**src/sv/tsc_pkg.sv**
```systemverilog
package tsc_pkg;

    localparam int unsigned SIDE     = 5;
    localparam int unsigned CELLS    = SIDE * SIDE;
    localparam int unsigned ALPHA    = 26;
    localparam int unsigned LETTER_J = 9;

    typedef logic [4:0] t_letter;
    typedef logic [4:0] t_cell;
    typedef logic [2:0] t_row;

    localparam t_letter LAST_LETTER = t_letter'(ALPHA - 1);
    localparam t_letter J_LETTER    = t_letter'(LETTER_J);
    localparam t_cell   FULL_COUNT  = t_cell'(CELLS);
    localparam t_row    LAST_ROW    = t_row'(SIDE - 1);

    typedef enum logic [1:0] {
        ACT_PUSH  = 2'd0,
        ACT_CLOSE = 2'd1,
        ACT_PAIR  = 2'd2,
        ACT_CLEAR = 2'd3
    } t_action;

    typedef enum logic [1:0] {
        ST_DONE      = 2'd0,
        ST_NOT_FOUND = 2'd1,
        ST_SKIPPED   = 2'd2
    } t_status;

    typedef enum logic [2:0] {
        S_IDLE,
        S_PLACE,
        S_CLOSE,
        S_CLEAR,
        S_LOOK,
        S_TARGET,
        S_FETCH,
        S_DONE
    } t_state;

    // sequencer to key store
    typedef struct packed {
        logic    place_en;
        logic    clear_en;
        logic    square;
        t_letter letter;
        t_letter look_a;
        t_letter look_b;
        logic    lookup_en;
        t_cell   tgt_a;
        t_cell   tgt_b;
        logic    read_en;
    } t_store_req;

    // key store to sequencer
    typedef struct packed {
        logic    place_ok;
        logic    present_a;
        logic    present_b;
        t_cell   fill0;
        t_cell   fill1;
        t_cell   cell_a;
        t_cell   cell_b;
        t_letter data_a;
        t_letter data_b;
    } t_store_rsp;

    function automatic t_row cell_row(input t_cell c);
        t_row r;
        if (c >= t_cell'(4 * SIDE))      r = t_row'(4);
        else if (c >= t_cell'(3 * SIDE)) r = t_row'(3);
        else if (c >= t_cell'(2 * SIDE)) r = t_row'(2);
        else if (c >= t_cell'(SIDE))     r = t_row'(1);
        else                             r = t_row'(0);
        return r;
    endfunction

    // row times side, side is 5: row*4 + row
    function automatic t_cell row_base(input t_row r);
        return t_cell'({r, 2'b00}) + t_cell'(r);
    endfunction

    function automatic t_row shift_row(input t_row r, input logic up);
        t_row s;
        if (up) s = (r == t_row'(0)) ? LAST_ROW : r - t_row'(1);
        else    s = (r == LAST_ROW) ? t_row'(0) : r + t_row'(1);
        return s;
    endfunction

endpackage

```
**src/sv/two_square_cipher_pair_top.sv**
```systemverilog
// channel   | direction | handshake                  | payload
// ----------+-----------+----------------------------+--------------------------------------
// request   | in        | i_in_valid / o_in_ready    | i_action i_square i_letter_a i_letter_b
// result    | out       | o_out_valid / i_out_ready  | o_out_a o_out_b o_status
// config    | in        | i_cfg_we (no wait)         | i_cfg_wdata (decrypt mode)
//
// one request at a time, one result each; o_in_ready is high only while the sequencer idles
// push and clear are single steps; pair makes two dependent registered table reads (a letter
// not found ends before the first, a target cell beyond the fill count ends after it); close offers
// one letter to the shared placement unit per cycle, a through z
// a finished result moves to the output register as soon as that register is free, so
// the next request is taken while the previous result still waits downstream
// synchronous active-low reset clears control, presence bits, fill counts and decrypt mode
module two_square_cipher_pair_top (
    input  logic       i_clk,
    input  logic       i_rst_n,
    input  logic       i_cfg_we,
    input  logic       i_cfg_wdata,
    input  logic       i_in_valid,
    output logic       o_in_ready,
    input  logic [1:0] i_action,
    input  logic       i_square,
    input  logic [4:0] i_letter_a,
    input  logic [4:0] i_letter_b,
    output logic       o_out_valid,
    input  logic       i_out_ready,
    output logic [4:0] o_out_a,
    output logic [4:0] o_out_b,
    output logic [1:0] o_status
);

    // decrypt mode register
    logic r_decrypt;

    // output register
    logic             r_out_valid;
    tsc_pkg::t_letter r_out_a;
    tsc_pkg::t_letter r_out_b;
    tsc_pkg::t_status r_status;

    // sequencer handshake
    logic             w_idle;
    logic             w_start;
    logic             w_slot_free;
    logic             w_res_valid;
    tsc_pkg::t_letter w_res_a;
    tsc_pkg::t_letter w_res_b;
    tsc_pkg::t_status w_res_status;
    logic             w_load;

    // key store link
    tsc_pkg::t_store_req w_req;
    tsc_pkg::t_store_rsp w_rsp;

    assign o_in_ready  = w_idle;
    assign w_start     = i_in_valid && w_idle;
    // output register free or being drained this cycle
    assign w_slot_free = !r_out_valid || i_out_ready;
    assign w_load      = w_res_valid && w_slot_free;

    always_ff @(posedge i_clk) begin
        if (!i_rst_n) begin
            r_decrypt <= 1'b0;
        end else if (i_cfg_we) begin
            r_decrypt <= i_cfg_wdata;
        end
    end

    always_ff @(posedge i_clk) begin
        if (!i_rst_n) begin
            r_out_valid <= 1'b0;
        end else if (w_load) begin
            r_out_valid <= 1'b1;
        end else if (i_out_ready) begin
            r_out_valid <= 1'b0;
        end
    end

    always_ff @(posedge i_clk) begin
        if (w_load) begin
            r_out_a  <= w_res_a;
            r_out_b  <= w_res_b;
            r_status <= w_res_status;
        end
    end

    tsc_seq u_seq (
        .i_clk        (i_clk),
        .i_rst_n      (i_rst_n),
        .i_decrypt    (r_decrypt),
        .i_start      (w_start),
        .i_action     (tsc_pkg::t_action'(i_action)),
        .i_square     (i_square),
        .i_letter_a   (i_letter_a),
        .i_letter_b   (i_letter_b),
        .i_slot_free  (w_slot_free),
        .o_idle       (w_idle),
        .o_res_valid  (w_res_valid),
        .o_res_a      (w_res_a),
        .o_res_b      (w_res_b),
        .o_res_status (w_res_status),
        .o_req        (w_req),
        .i_rsp        (w_rsp)
    );

    tsc_store u_store (
        .i_clk   (i_clk),
        .i_rst_n (i_rst_n),
        .i_req   (w_req),
        .o_rsp   (w_rsp)
    );

    assign o_out_valid = r_out_valid;
    assign o_out_a     = r_out_a;
    assign o_out_b     = r_out_b;
    assign o_status    = r_status;

endmodule

```
**src/sv/tsc_store.sv**
```systemverilog
module tsc_store (
    input  logic               i_clk,
    input  logic               i_rst_n,
    input  tsc_pkg::t_store_req i_req,
    output tsc_pkg::t_store_rsp o_rsp
);

    // letters by cell and cell by letter, one array per square
    tsc_pkg::t_letter r_sq0   [tsc_pkg::CELLS];
    tsc_pkg::t_letter r_sq1   [tsc_pkg::CELLS];
    tsc_pkg::t_cell   r_lcell0[tsc_pkg::ALPHA];
    tsc_pkg::t_cell   r_lcell1[tsc_pkg::ALPHA];

    logic [tsc_pkg::ALPHA-1:0] r_present[2];
    tsc_pkg::t_cell            r_fill[2];

    tsc_pkg::t_cell   r_cell_a;
    tsc_pkg::t_cell   r_cell_b;
    tsc_pkg::t_letter r_data_a;
    tsc_pkg::t_letter r_data_b;

    // presence padded to 32 so any 5-bit letter indexes it
    logic [31:0]    w_pres_sel;
    logic [31:0]    w_pres0;
    logic [31:0]    w_pres1;
    tsc_pkg::t_cell w_fill_sel;
    logic           w_place_ok;

    assign w_pres0    = {{(32 - tsc_pkg::ALPHA){1'b0}}, r_present[0]};
    assign w_pres1    = {{(32 - tsc_pkg::ALPHA){1'b0}}, r_present[1]};
    assign w_pres_sel = i_req.square ? w_pres1 : w_pres0;
    assign w_fill_sel = r_fill[i_req.square];

    // shared placement check for push and close
    assign w_place_ok = (i_req.letter <= tsc_pkg::LAST_LETTER)
                     && (i_req.letter != tsc_pkg::J_LETTER)
                     && !w_pres_sel[i_req.letter]
                     && (w_fill_sel < tsc_pkg::FULL_COUNT);

    always_ff @(posedge i_clk) begin
        if (!i_rst_n) begin
            r_present[0] <= '0;
            r_present[1] <= '0;
            r_fill[0]    <= '0;
            r_fill[1]    <= '0;
        end else if (i_req.clear_en) begin
            r_present[i_req.square] <= '0;
            r_fill[i_req.square]    <= '0;
        end else if (i_req.place_en && w_place_ok) begin
            r_present[i_req.square][i_req.letter] <= 1'b1;
            r_fill[i_req.square] <= w_fill_sel + tsc_pkg::t_cell'(1);
        end
    end

    always_ff @(posedge i_clk) begin
        if (i_req.place_en && w_place_ok) begin
            if (i_req.square) begin
                r_sq1[w_fill_sel]      <= i_req.letter;
                r_lcell1[i_req.letter] <= w_fill_sel;
            end else begin
                r_sq0[w_fill_sel]      <= i_req.letter;
                r_lcell0[i_req.letter] <= w_fill_sel;
            end
        end
        if (i_req.lookup_en) begin
            r_cell_a <= r_lcell0[i_req.look_a];
            r_cell_b <= r_lcell1[i_req.look_b];
        end
        if (i_req.read_en) begin
            r_data_a <= r_sq0[i_req.tgt_a];
            r_data_b <= r_sq1[i_req.tgt_b];
        end
    end

    assign o_rsp.place_ok  = w_place_ok;
    assign o_rsp.present_a = w_pres0[i_req.look_a];
    assign o_rsp.present_b = w_pres1[i_req.look_b];
    assign o_rsp.fill0     = r_fill[0];
    assign o_rsp.fill1     = r_fill[1];
    assign o_rsp.cell_a    = r_cell_a;
    assign o_rsp.cell_b    = r_cell_b;
    assign o_rsp.data_a    = r_data_a;
    assign o_rsp.data_b    = r_data_b;

endmodule

```
**src/sv/tsc_seq.sv**
```systemverilog
module tsc_seq (
    input  logic                i_clk,
    input  logic                i_rst_n,
    input  logic                i_decrypt,
    input  logic                i_start,
    input  tsc_pkg::t_action    i_action,
    input  logic                i_square,
    input  tsc_pkg::t_letter    i_letter_a,
    input  tsc_pkg::t_letter    i_letter_b,
    input  logic                i_slot_free,
    output logic                o_idle,
    output logic                o_res_valid,
    output tsc_pkg::t_letter    o_res_a,
    output tsc_pkg::t_letter    o_res_b,
    output tsc_pkg::t_status    o_res_status,
    output tsc_pkg::t_store_req o_req,
    input  tsc_pkg::t_store_rsp i_rsp
);

    tsc_pkg::t_state  r_state, n_state;
    logic             r_square;
    tsc_pkg::t_letter r_la, r_lb;
    tsc_pkg::t_letter r_scan, n_scan;
    tsc_pkg::t_letter r_res_a, n_res_a;
    tsc_pkg::t_letter r_res_b, n_res_b;
    tsc_pkg::t_status r_res_status, n_res_status;

    // target cells from the looked-up cells
    tsc_pkg::t_row  w_row_a, w_row_b;
    tsc_pkg::t_cell w_base_a, w_base_b, w_col_a, w_col_b;
    tsc_pkg::t_cell w_tgt_a, w_tgt_b;
    logic           w_found;
    logic           w_tgt_ok;

    assign w_row_a  = tsc_pkg::cell_row(i_rsp.cell_a);
    assign w_row_b  = tsc_pkg::cell_row(i_rsp.cell_b);
    assign w_base_a = tsc_pkg::row_base(w_row_a);
    assign w_base_b = tsc_pkg::row_base(w_row_b);
    assign w_col_a  = i_rsp.cell_a - w_base_a;
    assign w_col_b  = i_rsp.cell_b - w_base_b;

    always_comb begin
        if (w_col_a == w_col_b) begin
            w_tgt_a = tsc_pkg::row_base(tsc_pkg::shift_row(w_row_a, i_decrypt)) + w_col_a;
            w_tgt_b = tsc_pkg::row_base(tsc_pkg::shift_row(w_row_b, i_decrypt)) + w_col_b;
        end else begin
            w_tgt_a = w_base_a + w_col_b;
            w_tgt_b = w_base_b + w_col_a;
        end
    end

    assign w_found  = i_rsp.present_a && i_rsp.present_b;
    assign w_tgt_ok = (w_tgt_a < i_rsp.fill0) && (w_tgt_b < i_rsp.fill1);

    always_ff @(posedge i_clk) begin
        if (!i_rst_n) begin
            r_state <= tsc_pkg::S_IDLE;
        end else begin
            r_state <= n_state;
        end
    end

    always_ff @(posedge i_clk) begin
        if (i_start) begin
            r_square <= i_square;
            r_la     <= i_letter_a;
            r_lb     <= i_letter_b;
        end
        r_scan       <= n_scan;
        r_res_a      <= n_res_a;
        r_res_b      <= n_res_b;
        r_res_status <= n_res_status;
    end

    // next state
    always_comb begin
        n_state = r_state;
        case (r_state)
            tsc_pkg::S_IDLE: begin
                if (i_start) begin
                    case (i_action)
                        tsc_pkg::ACT_PUSH:  n_state = tsc_pkg::S_PLACE;
                        tsc_pkg::ACT_CLOSE: n_state = tsc_pkg::S_CLOSE;
                        tsc_pkg::ACT_PAIR:  n_state = tsc_pkg::S_LOOK;
                        tsc_pkg::ACT_CLEAR: n_state = tsc_pkg::S_CLEAR;
                        default:            n_state = tsc_pkg::S_IDLE;
                    endcase
                end
            end
            tsc_pkg::S_PLACE: n_state = tsc_pkg::S_DONE;
            tsc_pkg::S_CLEAR: n_state = tsc_pkg::S_DONE;
            tsc_pkg::S_CLOSE: begin
                if (r_scan == tsc_pkg::LAST_LETTER) n_state = tsc_pkg::S_DONE;
            end
            tsc_pkg::S_LOOK:   n_state = w_found ? tsc_pkg::S_TARGET : tsc_pkg::S_DONE;
            tsc_pkg::S_TARGET: n_state = w_tgt_ok ? tsc_pkg::S_FETCH : tsc_pkg::S_DONE;
            tsc_pkg::S_FETCH:  n_state = tsc_pkg::S_DONE;
            tsc_pkg::S_DONE: begin
                if (i_slot_free) n_state = tsc_pkg::S_IDLE;
            end
            default: n_state = tsc_pkg::S_IDLE;
        endcase
    end

    // outputs and datapath updates
    always_comb begin
        o_req           = '0;
        o_req.square    = r_square;
        o_req.letter    = r_la;
        o_req.look_a    = r_la;
        o_req.look_b    = r_lb;
        o_req.tgt_a     = w_tgt_a;
        o_req.tgt_b     = w_tgt_b;
        n_scan          = r_scan;
        n_res_a         = r_res_a;
        n_res_b         = r_res_b;
        n_res_status    = r_res_status;
        o_idle          = 1'b0;
        o_res_valid     = 1'b0;
        case (r_state)
            tsc_pkg::S_IDLE: begin
                o_idle       = 1'b1;
                n_scan       = '0;
                n_res_a      = '0;
                n_res_b      = '0;
                n_res_status = tsc_pkg::ST_DONE;
            end
            tsc_pkg::S_PLACE: begin
                o_req.place_en = 1'b1;
                if (!i_rsp.place_ok) n_res_status = tsc_pkg::ST_SKIPPED;
            end
            tsc_pkg::S_CLOSE: begin
                o_req.place_en = 1'b1;
                o_req.letter   = r_scan;
                n_scan         = r_scan + tsc_pkg::t_letter'(1);
            end
            tsc_pkg::S_CLEAR: begin
                o_req.clear_en = 1'b1;
            end
            tsc_pkg::S_LOOK: begin
                o_req.lookup_en = w_found;
                if (!w_found) n_res_status = tsc_pkg::ST_NOT_FOUND;
            end
            tsc_pkg::S_TARGET: begin
                o_req.read_en = w_tgt_ok;
                if (!w_tgt_ok) n_res_status = tsc_pkg::ST_NOT_FOUND;
            end
            tsc_pkg::S_FETCH: begin
                n_res_a = i_rsp.data_a;
                n_res_b = i_rsp.data_b;
            end
            tsc_pkg::S_DONE: begin
                o_res_valid = 1'b1;
            end
            default: begin
                o_idle = 1'b0;
            end
        endcase
    end

    assign o_res_a      = r_res_a;
    assign o_res_b      = r_res_b;
    assign o_res_status = r_res_status;

endmodule
```
**config.mk**
```make
export PLATFORM = sky130hd
export DESIGN_NAME = two_square_cipher_pair_top
export DESIGN_NICKNAME = d
export VERILOG_FILES = /design/src/sv/tsc_pkg.sv /design/src/sv/two_square_cipher_pair_top.sv /design/src/sv/tsc_store.sv /design/src/sv/tsc_seq.sv
export SDC_FILE = /design/constraint.sdc
export NUM_CORES = 1
export LEC_CHECK = 0
export BUFFER_PORTS_ARGS = -buffer_cell sky130_fd_sc_hd__buf_2
export CELL_PAD_IN_SITES_DETAIL_PLACEMENT = 1
export CELL_PAD_IN_SITES_GLOBAL_PLACEMENT = 2
export CORE_UTILIZATION = 50
export DETAILED_ROUTE_END_ITERATION = 10
export PLACE_DENSITY = 0.83
export SETUP_SLACK_MARGIN = 0.02
export SLEW_MARGIN = 20
export SYNTH_ARGS = -nofsm -noshare
export SYNTH_HDL_FRONTEND = slang
export SYNTH_SLANG_ARGS = --single-unit
export TNS_END_PERCENT = 30
```
**constraint.sdc**
```tcl
create_clock -name i_clk -period 16.6 [get_ports i_clk]
set_input_delay 0 -clock i_clk [delete_from_list [all_inputs] [get_ports i_clk]]
set_output_delay 0 -clock i_clk [all_outputs]
set_load 0.03 [all_outputs]
```
==> results of run 1 <==
-- how the worst max path moves through the flow --
stage	slack, ns	endpoint
after floorplan	10.45	u_store.r_data_a[0]
after global routing	9.01	u_seq.r_state[0]
after detailed placement	9.91	u_store.r_data_a[0]
after CTS	9.44	u_seq.r_state[0]
final	9.39	u_seq.r_state[0]
after global placement	10.21	u_store.r_data_a[2]
-- flip-flops by register name (all words and copies together) (netlist names), 10 cells and up, named ones only --
| register | cells |
|---|---|
| u_store.r_lcell1 | 130 |
| u_store.r_lcell0 | 130 |
| u_store.r_present | 52 |
| u_store.r_sq1 | 125 |
| u_store.r_fill | 10 |
| u_store.r_sq0 | 125 |
-- through the flow --
step / instance area, µm² / hold WS, ns / cells / total power [mW] / setup WS (ns)
after global routing: 32100 / 0.0973 / 2788 / 5.18 / 9.01
after global placement: 29600 / 0.176 / 2651 / 3.39 / 10.21
after floorplan: 28700 / 0.0989 / 1941 / 2.94 / 10.45
after detailed placement: 29600 / 0.178 / 2651 / 3.43 / 9.91
after CTS: 32100 / 0.0452 / 2788 / 5.03 / 9.44
final: 32100 / 0.0774 / 2788 / 5.01 / 9.39
-- area by class of cell --
cell class              count  area (µm²)  area share
inverters                  62         234     0.00728
well taps                 756         946      0.0294
clock inverters            41         512      0.0159
flip-flops and latches    638       19100       0.594
multi-input cells        1131        8940       0.278
repair buffers             82         581      0.0181
clock buffers              78        1820      0.0568
-- routing by layer --
layer  global-route usage  up-vias  wire [µm]
li1                     -     7592          -
met1                0.371     9012      32400
met2                0.442      656      37200
met3               0.0591      136       5800
met4               0.0892        0       2180
met5                    0        -          0
-- synthesized netlist by cell type (8+ instances only) --
cell and number:
and3_1 42, nand2_1 138, nor2b_1 18, inv_1 56, xnor2_1 23, nor3_1 84
a211oi_1 35, and2_1 19, ha_1 45, nor4_1 11, a21o_1 13, a32oi_1 10
a21oi_1 55, nand2b_1 15, mux2_2 38, o31ai_1 8, nand3_1 23, o22ai_1 23
buf_1 25, edfxtp_1 632, xor2_1 10, mux4_2 91, a31oi_1 11, buf_2 22
mux2i_1 82, o21ai_0 68, nand4_1 9, nor2_1 142, clkbuf_1 56
-- cell families (layout without fill, tap and decap cells) --
group	after synthesis	after routing
AOI/OAI and AO/OA	295	295
xor gates and xnor gates	35	35
adders and majority gates	53	53
buffers and inverters	172	263
DFF	638	638
muxes	213	213
other	1	12
and+or+nand+nor	523	523
-- cell usage in the layout (no fill, tap or decap), types with 11 or more instances in the layout --
cell,n
inv_1,56
nor2b_1,18
clkbuf_16,72
nor3_1,83
a211oi_1,35
and2_1,18
buf_4,32
a21o_1,13
a21oi_1,55
mux2i_1,81
clkinv_1,13
conb_1,12
xnor2_1,23
o21ai_0,67
nand2b_1,15
ha_1,45
mux2_2,38
and3_1,42
o22ai_1,23
clkinv_2,13
nand3_1,23
nor2_1,142
nand2_1,138
dlygate4sd3_1,18
mux4_2,91
buf_2,32
bufinv_16,11
edfxtp_1,632
-- power by group --
group | internal, mW | switching [mW]
registers | 2.04 | 0.0560
clock network | 0.962 | 0.635
logic | 0.380 | 0.941
total | 3.38 | 1.63
-- worst max-delay path, cell delays in order, from the launching register on --
cell and delay, ns:
edfxtp_1 0.62, inv_1 0.16, maj3_1 0.36, a21boi_0 0.30, inv_1 0.11, and2_1 0.19
ha_1 0.20, nor2b_1 0.18, o21ai_0 0.10, a2bb2oi_1 0.46, xnor3_1 0.51, nor3_2 0.23
buf_4 0.31, mux2_2 0.62, inv_1 0.73, ha_1 0.39, a21oi_1 0.16, nor2b_1 0.06
o21ai_0 0.15, nand3_1 0.13, nor3_1 0.28, a2111o_1 0.17, a21oi_1 0.08, dlygate4sd3_1 0.59
==> impl_metrics.json, run 1 <==
{
  "postRouteAntennaNets": 0,
  "grt_pass1_vias": 18200,
  "finClkSkew_ns": 0.0239,
  "ir_drop_uv": 108,
  "cts_tree": "built",
  "yosysTopAreaCellShare": 0.662,
  "vias": 17400,
  "synth_edf_count": 632,
  "synth_seq_cells": 638,
  "crit_start": "u_store.r_cell_b[3]",
  "clkTransAtPathRegs_ns": 0.06,
  "place.gp.congestion": 0.892,
  "nNetsFinal": 2054,
  "hold_path.class": "input pin to register",
  "utilization": 0.569,
  "async_flop_share": 0,
  "synthXorXnorAreaFrac": 0.0117,
  "holdPathStages": 5,
  "synth_compound_area_frac": 0.0689,
  "core_area_um2": 56500,
  "synthAdderAreaFrac": 0.0249,
  "post-route-period-util": 0.434,
  "start_kind": "register",
  "rows": 87,
  "initial_core_util": 0.508,
  "yosysWarnings": 0,
  "critPathRequiredTime_ns": 17.08,
  "ctsResizeCount": 0,
  "cts_htree_levels": 3,
  "postCtsHoldBufs": 18,
  "pin_count": 33,
  "finalSetupTns_ns": 0,
  "drc": 0,
  "grt_max_degree": 60,
  "reg2reg_to": "u_seq.r_state[0]",
  "drtPass1Iterations": 5,
  "relSlewSlack": 0.233,
  "wl_per_cell_um": 27.8,
  "cts_root_buffer": "clkbuf_16",
  "yosysTopAreaCell": "edfxtp_1",
  "synth_ff_type": "edfxtp_1",
  "r2r_cells": 23,
  "cts_buffers": 68,
  "cts_sinks": 638,
  "grt_overflow": 0,
  "insertion_delay_ns": 0.62,
  "status": "finished clean",
  "cellLeakagePower_nw": 10.9,
  "min_period_ns": 7.21,
  "post-cts-setup-buffers": 0,
  "power_density_nw_per_um2": 156,
  "synth.distinct_cells": 80,
  "r2r_start": "u_store.r_cell_b[3]",
  "reg2reg_slack_ns": 9.39,
  "yosys-top-cells-area": "edfxtp_1 66%, mux4_2 7.1%, mux2i_1 2.9%",
  "rsz0062_at_grt": "false",
  "hold_violations": 0,
  "area_growth_pct": 12.1,
  "wirelength_mm": 77.5,
  "cts_buffer_depth": 3,
  "crit_fanout": 26,
  "synth_top_family_by_area": "multiplexers",
  "antenna_found_initial": 0,
  "min_to": "u_seq.r_state[2]",
  "tightestPinTransition_ns": 1.15,
  "syn_area_um2": 28700,
  "drive_above_1_share": 0.158,
  "via_per_inst": 6.24,
  "drt_iter0_markers": 1584,
  "grt_usage": 0.274,
  "synth_simple_gate_area_frac": 0.0869,
  "clock.fmax_mhz": 139,
  "worstHoldStart": "i_action[0]",
  "fp.dieW_um": 241,
  "syn_avg_cell_area_um2": 14.9,
  "insertedDiodeCount": 0,
  "die-area_um2": 58300,
  "drv_cap": 0,
  "hpwl_mm": 50.4,
  "synth_cells": 1930,
  "fillerInstances": 5236,
  "finalMaxSlewViolations": 0,
  "worstPathArrival_ns": 7.69,
  "grt_pass1_wl_mm": 116,
  "critical_path_class": "register to register",
  "ys_seq_area_frac": 0.666,
  "die_y_um": 241,
  "setup_viol_count_final": 0,
  "port_buffers": 32,
  "crit_path_end_kind": "register",
  "muxShareOfSynthArea": 0.117
}
Note: power is estimated with default switching activity, not from simulation.
==> run 2, diff against run 1 <==
- CORE_UTILIZATION: 50 -> 42
- PLACE_DENSITY: 0.83 -> 0.74
- clock period: 16.6 -> 6.3 ns (I/O delays scaled with it)
==> run 2 against run 1 <==
Against the previous run:
- worst setup slack got worse by 8.9 ns
- global-route usage decreased by 4.6 points
- cell count grew 6.1%
- final area is 2.0% higher
- first-iteration DRC count shrank 4.4%
- die area grew 19%
- clock power grew to 2.7 times the previous value
- critical path depth increased by 2
- register-to-register slack worse by 8.9 ns
- utilization down 8.3 points
- sequential cell count unchanged
- clock-buffer cell count is 5 higher
- highest routed layer unchanged
==> impl_metrics.json, run 2 (synthesized netlist as in run 1, its figures left out) <==
{
  "status": "finished clean",
  "wl_per_cell_um": 26.4,
  "hpwl_mm": 52.4,
  "finClkSkew_ns": 0.0270,
  "via_per_inst": 5.85,
  "worstHoldStart": "i_action[0]",
  "crit_start": "u_store.r_cell_b[1]",
  "hold_violations": 0,
  "min_period_ns": 5.80,
  "start_kind": "register",
  "grt_overflow": 0,
  "power_density_nw_per_um2": 411,
  "pin_count": 33,
  "die-area_um2": 69300,
  "critical_path_class": "register to register",
  "critPathRequiredTime_ns": 6.59,
  "initial_core_util": 0.425,
  "die_y_um": 263,
  "r2r_start": "u_store.r_cell_b[1]",
  "post-route-period-util": 0.921,
  "cellLeakagePower_nw": 11.2,
  "reg.largest.list": "u_store.r_lcell0 (130), u_store.r_lcell1 (130)",
  "nNetsFinal": 2101,
  "postRouteAntennaNets": 0,
  "clkTransAtPathRegs_ns": 0.06,
  "grt_pass1_wl_mm": 118,
  "place.gp.congestion": 0.857,
  "drt_iter0_markers": 1515,
  "drv_cap": 0,
  "tightestPinTransition_ns": 1.10,
  "finalMaxSlewViolations": 0,
  "finalSetupTns_ns": 0,
  "area_growth_pct": 14.3,
  "cts_tree": "built",
  "cts_sinks": 638,
  "ir_drop_uv": 256,
  "rows": 95,
  "hold_path.class": "input pin to register",
  "vias": 17300,
  "grt_max_degree": 60,
  "grt_usage": 0.228,
  "port_buffers": 32,
  "fp.dieW_um": 263,
  "crit_path_end_kind": "register",
  "fillerInstances": 6545,
  "drive_above_1_share": 0.178,
  "cts_buffers": 70,
  "drc": 0,
  "total_power_mw": 13.5,
  "drtPass1Iterations": 5,
  "cts_htree_levels": 3,
  "antenna_found_initial": 1,
  "cts_buffer_depth": 3,
  "cts_root_buffer": "clkbuf_16",
  "setup_viol_count_final": 0,
  "crit_fanout": 9,
  "worstPathArrival_ns": 6.10,
  "rsz0062_at_grt": "false",
  "core_area_um2": 67400,
  "insertedDiodeCount": 0,
  "clock.fmax_mhz": 172,
  "wirelength_mm": 78.1,
  "grt_pass1_vias": 18200,
  "final_common_cell": "edfxtp_1",
  "relSlewSlack": 0.261,
  "insertion_delay_ns": 0.62,
  "mostFrequentLayoutCells": "632 x edfxtp_1, 142 x nor2_1, 138 x nand2_1"
}
-- run 2: cell types whose count changed in the layout (fill, tap and decap cells not counted), moves of 2 or more --
cell and delta:
buf_4 +43, clkbuf_1 +7, clkinv_2 -5, bufinv_16 +4
inv_6 +3, clkbuf_16 -2, inv_2 +2
-- run 2: layout make-up --
class | count | area (µm²) | area share
clock buffer | 83 | 1800 | 0.0549
clock inverter | 45 | 653 | 0.0199
inverter | 62 | 233 | 0.00710
multi-input combinational | 1131 | 8940 | 0.273
sequential | 638 | 19100 | 0.583
tap | 873 | 1090 | 0.0333
timing repair buffer | 127 | 946 | 0.0289
-- run 2: final timing paths --
path / slack [ns] / to / depth (start not counted)
hold reg to reg: 0.42 / o_out_a[3] / 0
setup reg to reg: 0.50 / u_seq.o_res_status[1] / 25
setup / recovery: 0.50 / u_seq.o_res_status[1] / 25
hold / removal: 0.09 / u_seq.r_state[2] / 5
-- run 2: metal layers --
metal  global-route usage  routed length (µm)  vias to the layer above
met1                0.325               35500                     9001
met2                0.362               36800                      483
met3               0.0348                4010                      116
met5                    0                   0                        -
li1                     -                   -                     7703
met4               0.0670                1790                        0
-- run 2: through the flow --
stage               instance area (µm²)  hold slack [ns]  std cells   util  setup slack [ns]
floorplan                         28700           0.0989       1941      -             0.151
CTS                               32800           0.0451       2959  0.486             0.430
detailed placement                30100            0.179       2813  0.447             0.460
finish                            32800           0.0890       2959  0.486             0.496
global route                      32800           0.0786       2959  0.486            0.0655
global placement                  30100            0.177       2811  0.446             0.621
-- run 2: worst max-delay path, stage by stage, from the launching register on --
cell and delay [ns]:
edfxtp_1 0.55, nor2_1 0.24, a21oi_1 0.11, a21boi_0 0.16, inv_1 0.11, and2_1 0.16, ha_1 0.18, inv_1 0.07
fa_1 0.40, xor2_1 0.24, inv_1 0.12, fa_1 0.60, inv_1 0.06, ha_1 0.28, a21o_1 0.18, a21oi_1 0.18
xnor2_1 0.16, xnor2_1 0.11, xnor2_1 0.17, a21oi_2 0.20, inv_1 0.10, ha_1 0.29, nand4_1 0.09, a21oi_1 0.25
nor3_1 0.16, nor4_2 0.33
-- run 2: repair_timing --
action,in CTS,in global routing
hold endpoints to repair,17,0
hold buffers,18,0
resized for setup,0,1
endpoints found under the setup margin,0,2
buffers inserted,0,0
-- run 2: power breakdown --
part	internal, mW	switching, mW
registers	5.36	0.160
logic	1.08	2.48
clock network	2.68	1.71
total	9.12	4.35
